<file path="src/mbox_from_line_checker_top_assert.svh">
// ----------------------------------------------------------------------------
// Assertion macros for the mbox "From " line checker
// Shared concurrent assertion shapes used by the checker's modules.
// ----------------------------------------------------------------------------
`ifndef MBOX_FROM_LINE_CHECKER_TOP_ASSERT_SVH
`define MBOX_FROM_LINE_CHECKER_TOP_ASSERT_SVH

// Same-cycle implication, checked at every rising clock edge outside reset.
`define MFLC_ASSERT_IMPLY(label, clk, rst, ante, cons) \
   label: assert property (@(posedge clk) disable iff (rst) (ante) |-> (cons)) \
      else $error("mflc same-cycle check failed");

// Next-cycle implication, checked at every rising clock edge outside reset.
`define MFLC_ASSERT_NEXT(label, clk, rst, ante, cons) \
   label: assert property (@(posedge clk) disable iff (rst) (ante) |=> (cons)) \
      else $error("mflc next-cycle check failed");

`endif

</file>
<file path="src/mflc_pkg.sv">
// ----------------------------------------------------------------------------
// mflc_pkg
// Types, codes, constants and lookup functions of the mbox line checker.
// ----------------------------------------------------------------------------
package mflc_pkg;

   localparam int QUEUE_DEPTH = 4;
   localparam logic [3:0] FIELD_LIMIT = 4'd10;
   localparam logic [2:0] PREFIX_LEN = 3'd5;
   localparam int NUMBER_SLOTS = 7;
   localparam logic [3:0] FIRST_NUMBER_FIELD = 4'd3;
   localparam logic [3:0] WEEKDAY_FIELD = 4'd1;
   localparam logic [3:0] MONTH_FIELD = 4'd2;
   localparam logic [3:0] HOUR_FIELD = 4'd4;
   localparam logic [3:0] MINUTE_FIELD = 4'd5;
   localparam logic [11:0] VALUE_CAP = 12'd4095;

   // Verdict codes.
   localparam logic [2:0] VERDICT_MATCH       = 3'd0;
   localparam logic [2:0] VERDICT_BAD_PREFIX  = 3'd1;
   localparam logic [2:0] VERDICT_FEW_FIELDS  = 3'd2;
   localparam logic [2:0] VERDICT_BAD_WEEKDAY = 3'd3;
   localparam logic [2:0] VERDICT_BAD_MONTH   = 3'd4;
   localparam logic [2:0] VERDICT_NOT_DIGIT   = 3'd5;
   localparam logic [2:0] VERDICT_RANGE       = 3'd6;

   // Number indexes: day, hour, minute, second, year.
   localparam int NUM_CHECKS = 5;
   localparam logic [2:0] NUM_YEAR = 3'd4;
   localparam logic [NUM_CHECKS-1:0][11:0] NUM_LOW  =
      {12'd1969, 12'd0, 12'd0, 12'd0, 12'd1};
   localparam logic [NUM_CHECKS-1:0][11:0] NUM_HIGH =
      {12'd2199, 12'd60, 12'd59, 12'd23, 12'd31};

   typedef struct packed {
      logic [7:0] text_byte;
      logic       line_end;
   } req_type;

   typedef struct packed {
      logic [2:0] verdict;
      logic [2:0] verdict_detail;
   } rsp_type;

   // One classified byte as it travels through the queue.
   typedef struct packed {
      logic [7:0] text_byte;
      logic       line_end;
      logic       is_term;
      logic       is_high;
      logic       is_blank;
      logic       is_digit;
      logic       is_colon;
      logic [3:0] digit;
   } byte_type;

   // Scanner state; also the snapshot handed to the judge at line end.
   typedef struct packed {
      logic [2:0]                    prefix_matched;
      logic                          prefix_bad;
      logic [3:0]                    fields_seen;
      logic                          inside_token;
      logic [23:0]                   weekday_window;
      logic [1:0]                    weekday_fill;
      logic [23:0]                   month_window;
      logic [1:0]                    month_fill;
      logic [NUMBER_SLOTS-1:0][11:0] number_values;
      logic [NUMBER_SLOTS-1:0]       number_starts_digit;
      logic                          digit_run_active;
      logic                          line_finished;
   } scan_type;

   function automatic logic [7:0] prefix_char(input logic [2:0] pos);
      logic [7:0] c;
      case (pos)
         3'd0: c = "F";
         3'd1: c = "r";
         3'd2: c = "o";
         3'd3: c = "m";
         3'd4: c = " ";
         default: c = 8'd0;
      endcase
      return c;
   endfunction

   function automatic logic weekday_known(input logic [23:0] w);
      logic hit;
      case (w)
         "Sun", "Mon", "Tue", "Wed", "Thu", "Fri", "Sat": hit = 1'b1;
         default: hit = 1'b0;
      endcase
      return hit;
   endfunction

   function automatic logic month_known(input logic [23:0] w);
      logic hit;
      case (w)
         "Jan", "Feb", "Mar", "Apr", "May", "Jun",
         "Jul", "Aug", "Sep", "Oct", "Nov", "Dec": hit = 1'b1;
         default: hit = 1'b0;
      endcase
      return hit;
   endfunction

endpackage

</file>
<file path="src/mflc_front.sv">
// ----------------------------------------------------------------------------
// mflc_front
// Classifies each incoming byte for the scanner.
// ----------------------------------------------------------------------------
module mflc_front (
   input  mflc_pkg::req_type  req_item,
   output mflc_pkg::byte_type cls_item
);

   logic [7:0] b;

   assign b = req_item.text_byte;

   always_comb begin
      cls_item.text_byte = b;
      cls_item.line_end  = req_item.line_end;
      cls_item.is_term   = (b == 8'd0) || (b == 8'd10);
      cls_item.is_high   = b[7];
      cls_item.is_blank  = (b inside {8'd32, [8'd9:8'd13]});
      cls_item.is_digit  = (b inside {[8'd48:8'd57]});
      cls_item.is_colon  = (b == 8'd58);
      cls_item.digit     = b[3:0];
   end

endmodule

</file>
<file path="src/mflc_queue.sv">
// ----------------------------------------------------------------------------
// mflc_queue
// Small first-in first-out queue between the classifier and the scanner.
// ----------------------------------------------------------------------------
`include "mbox_from_line_checker_top_assert.svh"

module mflc_queue #(
   parameter int DEPTH = mflc_pkg::QUEUE_DEPTH
) (
   input  logic               clock,
   input  logic               reset,
   input  logic               push,
   input  mflc_pkg::byte_type push_item,
   output logic               full,
   input  logic               pop,
   output logic               head_valid,
   output mflc_pkg::byte_type head_item
);

   localparam int PTR_W = (DEPTH > 1) ? $clog2(DEPTH) : 1;
   localparam int CNT_W = $clog2(DEPTH + 1);
   localparam logic [PTR_W-1:0] LAST_PTR = PTR_W'(DEPTH - 1);
   localparam logic [CNT_W-1:0] DEPTH_CNT = CNT_W'(DEPTH);

   mflc_pkg::byte_type entry_ff [DEPTH];
   logic [PTR_W-1:0] wr_ptr_ff, wr_ptr_in;
   logic [PTR_W-1:0] rd_ptr_ff, rd_ptr_in;
   logic [CNT_W-1:0] count_ff, count_in;
   logic             do_push, do_pop;

   assign full       = (count_ff == DEPTH_CNT);
   assign head_valid = (count_ff != '0);
   assign head_item  = entry_ff[rd_ptr_ff];
   assign do_push    = push && !full;
   assign do_pop     = pop && head_valid;

   always_comb begin
      wr_ptr_in = wr_ptr_ff;
      rd_ptr_in = rd_ptr_ff;
      count_in  = count_ff;
      if (do_push) begin
         wr_ptr_in = (wr_ptr_ff == LAST_PTR) ? '0 : wr_ptr_ff + 1'b1;
      end
      if (do_pop) begin
         rd_ptr_in = (rd_ptr_ff == LAST_PTR) ? '0 : rd_ptr_ff + 1'b1;
      end
      if (do_push && !do_pop) begin
         count_in = count_ff + 1'b1;
      end else if (do_pop && !do_push) begin
         count_in = count_ff - 1'b1;
      end
   end

   always_ff @(posedge clock) begin
      if (reset) begin
         wr_ptr_ff <= '0;
         rd_ptr_ff <= '0;
         count_ff  <= '0;
      end else begin
         wr_ptr_ff <= wr_ptr_in;
         rd_ptr_ff <= rd_ptr_in;
         count_ff  <= count_in;
      end
   end

   always_ff @(posedge clock) begin
      if (do_push) begin
         entry_ff[wr_ptr_ff] <= push_item;
      end
   end

   `MFLC_ASSERT_IMPLY(a_queue_count_bound, clock, reset, 1'b1, count_ff <= DEPTH_CNT)

endmodule

</file>
<file path="src/mflc_back.sv">
// ----------------------------------------------------------------------------
// mflc_back
// Scanner: prefix match, field split and number capture, one byte a cycle while a byte is queued and no line end waits.
// ----------------------------------------------------------------------------
`include "mbox_from_line_checker_top_assert.svh"

module mflc_back (
   input  logic               clock,
   input  logic               reset,
   input  logic               head_valid,
   input  mflc_pkg::byte_type head_item,
   output logic               pop,
   output logic               done_valid,
   output mflc_pkg::scan_type done_scan,
   input  logic               done_ready
);

   mflc_pkg::scan_type st_ff, st_in, nx;
   mflc_pkg::byte_type hb;
   logic [3:0]  idx;
   logic        go;
   logic        was_inside;
   logic [15:0] grown;

   assign hb         = head_item;
   assign pop        = head_valid && (!hb.line_end || done_ready);
   assign done_valid = head_valid && hb.line_end;
   assign done_scan  = nx;

   always_comb begin
      nx         = st_ff;
      idx        = '0;
      go         = 1'b0;
      was_inside = st_ff.inside_token;
      grown      = '0;
      if (!st_ff.prefix_bad && (st_ff.prefix_matched < mflc_pkg::PREFIX_LEN)) begin
         if (hb.text_byte == mflc_pkg::prefix_char(st_ff.prefix_matched)) begin
            nx.prefix_matched = st_ff.prefix_matched + 1'b1;
         end else begin
            nx.prefix_bad = 1'b1;
         end
      end else if (!st_ff.prefix_bad && !st_ff.line_finished) begin
         if (hb.is_term) begin
            nx.line_finished    = 1'b1;
            nx.inside_token     = 1'b0;
            nx.digit_run_active = 1'b0;
         end else if (hb.is_high) begin
            // The remaining fields count as present, empty and non-numeric.
            nx.fields_seen      = mflc_pkg::FIELD_LIMIT;
            nx.line_finished    = 1'b1;
            nx.inside_token     = 1'b0;
            nx.digit_run_active = 1'b0;
         end else if (hb.is_blank) begin
            nx.inside_token     = 1'b0;
            nx.digit_run_active = 1'b0;
         end else if (was_inside) begin
            idx = st_ff.fields_seen - 1'b1;
            go  = 1'b1;
         end else if (st_ff.fields_seen < mflc_pkg::FIELD_LIMIT) begin
            idx             = st_ff.fields_seen;
            go              = 1'b1;
            nx.fields_seen  = st_ff.fields_seen + 1'b1;
            nx.inside_token = 1'b1;
            if (idx < mflc_pkg::FIRST_NUMBER_FIELD) begin
               nx.digit_run_active = 1'b0;
            end
         end

         if (go) begin
            if ((idx == mflc_pkg::WEEKDAY_FIELD) && (st_ff.weekday_fill != 2'd3)) begin
               nx.weekday_window = {st_ff.weekday_window[15:0], hb.text_byte};
               nx.weekday_fill   = st_ff.weekday_fill + 1'b1;
            end else if ((idx == mflc_pkg::MONTH_FIELD) && (st_ff.month_fill != 2'd3)) begin
               nx.month_window = {st_ff.month_window[15:0], hb.text_byte};
               nx.month_fill   = st_ff.month_fill + 1'b1;
            end

            for (int s = 0; s < mflc_pkg::NUMBER_SLOTS; s++) begin
               if (idx == mflc_pkg::FIRST_NUMBER_FIELD + 4'(s)) begin
                  if (!was_inside) begin
                     nx.number_starts_digit[s] = hb.is_digit;
                     nx.number_values[s]       = hb.is_digit ? {8'd0, hb.digit} : 12'd0;
                     nx.digit_run_active       = hb.is_digit;
                  end else if (st_ff.digit_run_active) begin
                     if (hb.is_digit) begin
                        grown = ({4'd0, st_ff.number_values[s]} << 3)
                              + ({4'd0, st_ff.number_values[s]} << 1)
                              + {12'd0, hb.digit};
                        nx.number_values[s] = (grown > {4'd0, mflc_pkg::VALUE_CAP})
                                            ? mflc_pkg::VALUE_CAP : grown[11:0];
                     end else begin
                        nx.digit_run_active = 1'b0;
                     end
                  end
               end
            end

            // A colon closes the hour and minute fields.
            if (hb.is_colon &&
                ((idx == mflc_pkg::HOUR_FIELD) || (idx == mflc_pkg::MINUTE_FIELD))) begin
               nx.inside_token     = 1'b0;
               nx.digit_run_active = 1'b0;
            end
         end
      end

      st_in = st_ff;
      if (pop) begin
         st_in = hb.line_end ? '0 : nx;
      end
   end

   always_ff @(posedge clock) begin
      if (reset) begin
         st_ff <= '0;
      end else begin
         st_ff <= st_in;
      end
   end

   `MFLC_ASSERT_IMPLY(a_fields_bound, clock, reset, 1'b1,
                      st_ff.fields_seen <= mflc_pkg::FIELD_LIMIT)
   `MFLC_ASSERT_IMPLY(a_prefix_bound, clock, reset, 1'b1,
                      st_ff.prefix_matched <= mflc_pkg::PREFIX_LEN)
   `MFLC_ASSERT_NEXT(a_clear_after_line, clock, reset, pop && hb.line_end,
                     st_ff == '0)

endmodule

</file>
<file path="src/mflc_judge.sv">
// ----------------------------------------------------------------------------
// mflc_judge
// Holds the end-of-line snapshot and turns it into the result register.
// ----------------------------------------------------------------------------
`include "mbox_from_line_checker_top_assert.svh"

module mflc_judge (
   input  logic               clock,
   input  logic               reset,
   input  logic               done_valid,
   input  mflc_pkg::scan_type done_scan,
   output logic               done_ready,
   output logic               rsp_valid,
   input  logic               rsp_stall,
   output mflc_pkg::rsp_type  rsp_payload
);

   mflc_pkg::scan_type snap_ff, snap_in;
   logic               snap_valid_ff, snap_valid_in;
   mflc_pkg::rsp_type  rsp_ff, rsp_in, verdict_now;
   logic               rsp_valid_ff, rsp_valid_in;
   logic               snap_move, snap_take;
   logic [2:0]         sel;
   logic [2:0]         slot;
   logic               found;

   assign snap_move   = snap_valid_ff && (!rsp_valid_ff || !rsp_stall);
   assign done_ready  = !snap_valid_ff || snap_move;
   assign snap_take   = done_valid && done_ready;
   assign rsp_valid   = rsp_valid_ff;
   assign rsp_payload = rsp_ff;

   always_comb begin
      verdict_now = '0;
      found       = 1'b0;
      slot        = '0;
      // Skip up to two timezone fields when looking for the year.
      sel = mflc_pkg::NUM_YEAR;
      if ((snap_ff.fields_seen > 4'd8) && !snap_ff.number_starts_digit[sel]) begin
         sel = 3'd5;
      end
      if ((snap_ff.fields_seen > 4'd9) && !snap_ff.number_starts_digit[sel]) begin
         sel = 3'd6;
      end
      if (snap_ff.prefix_bad || (snap_ff.prefix_matched < mflc_pkg::PREFIX_LEN)) begin
         verdict_now.verdict = mflc_pkg::VERDICT_BAD_PREFIX;
      end else if (snap_ff.fields_seen < 4'd8) begin
         verdict_now.verdict        = mflc_pkg::VERDICT_FEW_FIELDS;
         verdict_now.verdict_detail = snap_ff.fields_seen[2:0];
      end else if ((snap_ff.weekday_fill != 2'd3) ||
                   !mflc_pkg::weekday_known(snap_ff.weekday_window)) begin
         verdict_now.verdict = mflc_pkg::VERDICT_BAD_WEEKDAY;
      end else if ((snap_ff.month_fill != 2'd3) ||
                   !mflc_pkg::month_known(snap_ff.month_window)) begin
         verdict_now.verdict = mflc_pkg::VERDICT_BAD_MONTH;
      end else begin
         for (int k = 0; k < mflc_pkg::NUM_CHECKS; k++) begin
            slot = (k < mflc_pkg::NUM_CHECKS - 1) ? 3'(k) : sel;
            if (!found) begin
               if (!snap_ff.number_starts_digit[slot]) begin
                  found                      = 1'b1;
                  verdict_now.verdict        = mflc_pkg::VERDICT_NOT_DIGIT;
                  verdict_now.verdict_detail = 3'(k);
               end else if ((snap_ff.number_values[slot] < mflc_pkg::NUM_LOW[k]) ||
                            (snap_ff.number_values[slot] > mflc_pkg::NUM_HIGH[k])) begin
                  found                      = 1'b1;
                  verdict_now.verdict        = mflc_pkg::VERDICT_RANGE;
                  verdict_now.verdict_detail = 3'(k);
               end
            end
         end
      end
   end

   always_comb begin
      snap_in       = snap_take ? done_scan : snap_ff;
      snap_valid_in = snap_take ? 1'b1 : (snap_valid_ff && !snap_move);
      rsp_in        = snap_move ? verdict_now : rsp_ff;
      rsp_valid_in  = snap_move ? 1'b1 : (rsp_valid_ff && rsp_stall);
   end

   always_ff @(posedge clock) begin
      if (reset) begin
         snap_valid_ff <= 1'b0;
         rsp_valid_ff  <= 1'b0;
      end else begin
         snap_valid_ff <= snap_valid_in;
         rsp_valid_ff  <= rsp_valid_in;
      end
   end

   always_ff @(posedge clock) begin
      snap_ff <= snap_in;
      rsp_ff  <= rsp_in;
   end

   `MFLC_ASSERT_IMPLY(a_detail_only_when_meant, clock, reset,
                      rsp_valid_ff && (rsp_ff.verdict != mflc_pkg::VERDICT_FEW_FIELDS) &&
                      (rsp_ff.verdict != mflc_pkg::VERDICT_NOT_DIGIT) &&
                      (rsp_ff.verdict != mflc_pkg::VERDICT_RANGE),
                      rsp_ff.verdict_detail == 3'd0)

endmodule

</file>
<file path="src/mbox_from_line_checker_top.sv">
// ----------------------------------------------------------------------------
// mbox_from_line_checker_top
// Byte-stream checker that tells whether a text line is an mbox "From " line.
// ----------------------------------------------------------------------------
// The request channel carries one byte of a text line per transfer, with
// line_end set on the final byte. The response channel carries one verdict
// per line, produced only for the transfer that has line_end set; other bytes
// produce nothing. The verdict is a match, a bad prefix, too few fields, a bad
// weekday or month, a number field that does not start with a digit, or a
// number out of range, with the field count or number index as detail.
// Bytes are accepted at one per clock while req_stall is low. A byte goes
// through the classifier into a small queue, and the scanner takes one byte
// per cycle from its head unless a line end waits for the judge, so the
// scanner state update is what sets the rate of one byte per cycle. When
// nothing stalls, the last byte passes the queue, the snapshot register and
// the result register before rsp_valid rises.
// When the receiver stalls, the result register holds, the snapshot register
// fills, the scanner stops at the next line end and the queue fills; only
// then does req_stall rise. Synchronous reset empties the queue, clears the
// scanner and drops both valid flags; no clearing pass is needed.
// ----------------------------------------------------------------------------
module mbox_from_line_checker_top #(
   parameter int QUEUE_DEPTH = mflc_pkg::QUEUE_DEPTH
) (
   input  logic              clock,
   input  logic              reset,
   input  logic              req_valid,
   output logic              req_stall,
   input  mflc_pkg::req_type req_payload,
   output logic              rsp_valid,
   input  logic              rsp_stall,
   output mflc_pkg::rsp_type rsp_payload
);

   // Classified byte on its way into the queue.
   mflc_pkg::byte_type cls_item;

   // Queue head as seen by the scanner.
   mflc_pkg::byte_type head_item;
   logic               head_valid;
   logic               queue_full;
   logic               scan_pop;

   // End-of-line snapshot from the scanner to the judge.
   mflc_pkg::scan_type done_scan;
   logic               done_valid;
   logic               done_ready;

   // The request side only waits when the queue is full.
   assign req_stall = queue_full;

   mflc_front u_front (
      .req_item (req_payload),
      .cls_item (cls_item)
   );

   mflc_queue #(
      .DEPTH (QUEUE_DEPTH)
   ) u_queue (
      .clock      (clock),
      .reset      (reset),
      .push       (req_valid),
      .push_item  (cls_item),
      .full       (queue_full),
      .pop        (scan_pop),
      .head_valid (head_valid),
      .head_item  (head_item)
   );

   mflc_back u_back (
      .clock      (clock),
      .reset      (reset),
      .head_valid (head_valid),
      .head_item  (head_item),
      .pop        (scan_pop),
      .done_valid (done_valid),
      .done_scan  (done_scan),
      .done_ready (done_ready)
   );

   // The snapshot register lets the scanner start the next line while the
   // previous verdict is still being judged or waits to be taken.
   mflc_judge u_judge (
      .clock       (clock),
      .reset       (reset),
      .done_valid  (done_valid),
      .done_scan   (done_scan),
      .done_ready  (done_ready),
      .rsp_valid   (rsp_valid),
      .rsp_stall   (rsp_stall),
      .rsp_payload (rsp_payload)
   );

endmodule

</file>
<file path="config.mk">
export PLATFORM = sky130hd
export DESIGN_NAME = mbox_from_line_checker_top
export DESIGN_NICKNAME = d
export VERILOG_FILES = /design/src/mflc_pkg.sv /design/src/mflc_front.sv /design/src/mflc_queue.sv /design/src/mflc_back.sv /design/src/mflc_judge.sv /design/src/mbox_from_line_checker_top.sv
export VERILOG_INCLUDE_DIRS = /design/src /design/src/src
export SDC_FILE = /design/constraint.sdc
export NUM_CORES = 1
export LEC_CHECK = 0
export ABC_AREA = 0
export BUFFER_PORTS_ARGS = -buffer_cell sky130_fd_sc_hd__buf_2
export CORE_MARGIN = 8
export CORE_UTILIZATION = 64
export DETAILED_ROUTE_END_ITERATION = 6
export PLACE_DENSITY = 0.8
export SLEW_MARGIN = 25
export SYNTH_ARGS = -nofsm -noshare
export SYNTH_HDL_FRONTEND = slang
export SYNTH_HIERARCHICAL = 1
export SYNTH_SLANG_ARGS = --single-unit
</file>
<file path="constraint.sdc">
create_clock -name clock -period 6.4 [get_ports clock]
set_clock_uncertainty 0.1 [all_clocks]
set_input_delay 1.28 -clock clock [delete_from_list [all_inputs] [get_ports clock]]
set_output_delay 1.28 -clock clock [all_outputs]
set_load 0.01 [all_outputs]
</file>
==> flow_summary.yaml <==
yosys:
  yosys_warnings: 6
  avgSynthCellArea_um2: 10.4
  syn-num-nets: 2373
  synthCells: 2168
  syn_area_um2: 22600
grt:
  grt_first_pass_wirelength_um: 88800
  first_global_vias: 17000
  grt_max_degree: 60
  antenna_found_initial: 1
  grtUsageTotal_pct: 26.0
  grt.met2_usage_pct: 42.2
  grt-ovfl-total: 0
  grtUsageMet1_pct: 34.8
  grt.busiest_layer: "met2"
  grt_use_met3_pct: 5.02
clock_network:
  root_buffer: "clkbuf_16"
  cts_setup_buffers: 0
  numClockSinks: 389
  post_cts_resized: 0
  cts.clk_slew.worst_paths_ps: 60
  cts_tree: "done"
  cts_buffers: 41
  max-clock-path-buffers: 3
  ctsHoldBuffers: 0
  htreeDepth: 2
  insertion_delay_ps: 550
setup_path:
  cp-end-kind: "flip-flop"
  start_kind: "flip-flop"
  required_ps: 6600
  arrival_ps: 5300
  crit_path_max_fanout: 18
  crit_type: "flip-flop to flip-flop"
finish:
  design_area_um2: 24300
  diodes: 0
  layoutNonFillerInstCount: 2643
  fin_util_pct: 69.0
  final_nets: 2354
  nFillCells: 2573
  syn2layout_area_growth_pct: 7.30
  layout-drive-gt1-share_pct: 10.6
floorplan:
  die_area_um2: 41600
  rows: 69
  ios: 21
  core_um2: 35100
  start_util_pct: 64.3
  chipHeight_um: 204
  dieWidth_um: 204
detailed_routing:
  antenna_left: 0
  drtIter0Drc: 1619
  wl_per_cell_um: 21.1
  vias_per_cell: 6.67
  routed_wl_um: 55800
  first_pass_iters: 6
  remaining_drc_errors: 0
  vias: 17600
pwr:
  ir_worst_vdd_v: 0.000354
  p_per_area_nw_per_um2: 318
  leakage_nw: 9.38
  p_total_mw: 7.70
sta:
  tns_ps: 0
  fin_hold_ws_ps: 379
  maxSlewViolCount: 0
  finalSetupViolCount: 0
  fin_crit_sh_pct: 79.7
  rsz0062_at_grt: "no"
  hold_viol: 0
  min_period_ps: 5100
  fin_ws_ps: 1300
  fmax_mhz: 196
  relSlewSlack_pct: 26.3
  tightest_slew_ps: 1110
placed_design:
  place.gp.congestion: 0.965
  post-dp-hpwl_um: 39000
  portBuffers: 20
  pre_cts_ws_ps: 1370
  detailed_place.area_um2: 22900
  dpl.cell_count: 2567
run_status:
  status: "completed"
flow_run:
  maxCapViolations: 0
worst_hold_path:
  hp-class: "flip-flop to flip-flop"
-- where the power goes --
part | leakage (nW) | internal [mW] | switching (mW)
logic | 5.24 | 0.502 | 1.36
registers | 3.47 | 3.18 | 0.250
clock network | 0.665 | 1.43 | 0.982
-- worst paths after layout --
check                                       from                             end  slack, ps  cells after the start
setup reg to reg                       flip-flop   u_judge/snap_ff[83]$_DFFE_PP_       1300                     14
setup / recovery                       flip-flop   u_judge/snap_ff[83]$_DFFE_PP_       1300                     14
hold reg to reg   u_back/st_ff[116]$_SDFFE_PP0P_  u_back/st_ff[116]$_SDFFE_PP0P_        380                      1
hold / removal    u_back/st_ff[116]$_SDFFE_PP0P_  u_back/st_ff[116]$_SDFFE_PP0P_        380                      1
-- state kept, by name, indices dropped and copies added, names as in the netlist, named ones only --
name,count
u_back/st_ff,153
u_judge/snap_ff,146
u_queue/entry_ff,72
u_judge/rsp_payload,6
u_queue/count_ff,3
u_queue/rd_ptr_ff,2
u_queue/wr_ptr_ff,2
u_back/was_inside,1
u_judge/rsp_valid,1
u_judge/snap_valid_ff,1
-- worst max-delay path, cell delays in order (launching register included) --
cell and delay [ps]:
dfxtp_1 370, buf_4 340, mux4_2 780, ha_1 380, ha_1 160, inv_1 50, fa_1 380, nand2b_1 200
a21oi_1 220, o221ai_1 160, a21oi_1 210, xor2_1 120, nand4b_1 670, o31a_1 490, o22a_1 180
-- cell usage in the layout, fill, tap and decap left out, types with 18 or more instances in the layout --
| cell type | count |
|---|---|
| a211oi_1 | 18 |
| a21oi_1 | 106 |
| a22o_1 | 55 |
| buf_2 | 20 |
| clkbuf_16 | 41 |
| dfxtp_1 | 164 |
| edfxtp_1 | 224 |
| ha_1 | 177 |
| inv_1 | 59 |
| mux2_2 | 49 |
| mux4_2 | 18 |
| nand2_1 | 175 |
| nand2b_1 | 23 |
| nand3_1 | 40 |
| nand4_1 | 28 |
| nor2_1 | 192 |
| nor2b_1 | 24 |
| nor3_1 | 53 |
| nor4_1 | 22 |
| o21a_1 | 23 |
| o21ai_0 | 143 |
| o21ai_1 | 21 |
| o31ai_1 | 21 |
| or3_1 | 20 |
| xnor2_1 | 36 |
-- layout make-up --
class / instances / area [um2] / share of cell area, %
clock buffers: 56 / 1110 / 4.59
clock inverters: 20 / 260 / 1.07
inverters: 64 / 262 / 1.08
repair buffers: 35 / 213 / 0.877
flip-flops and latches: 389 / 10000 / 41.4
multi-input cells: 1618 / 11800 / 48.6
well taps: 461 / 577 / 2.38
-- routing by layer --
| layer | wire, um | part of all wire (%) |
|---|---|---|
| met1 | 23400 | 42 |
| met2 | 26100 | 47 |
| met3 | 4840 | 8.7 |
| met4 | 1390 | 2.5 |
| met5 | 0 | 0 |
No activity file was read; power rests on OpenSTA's default activity.
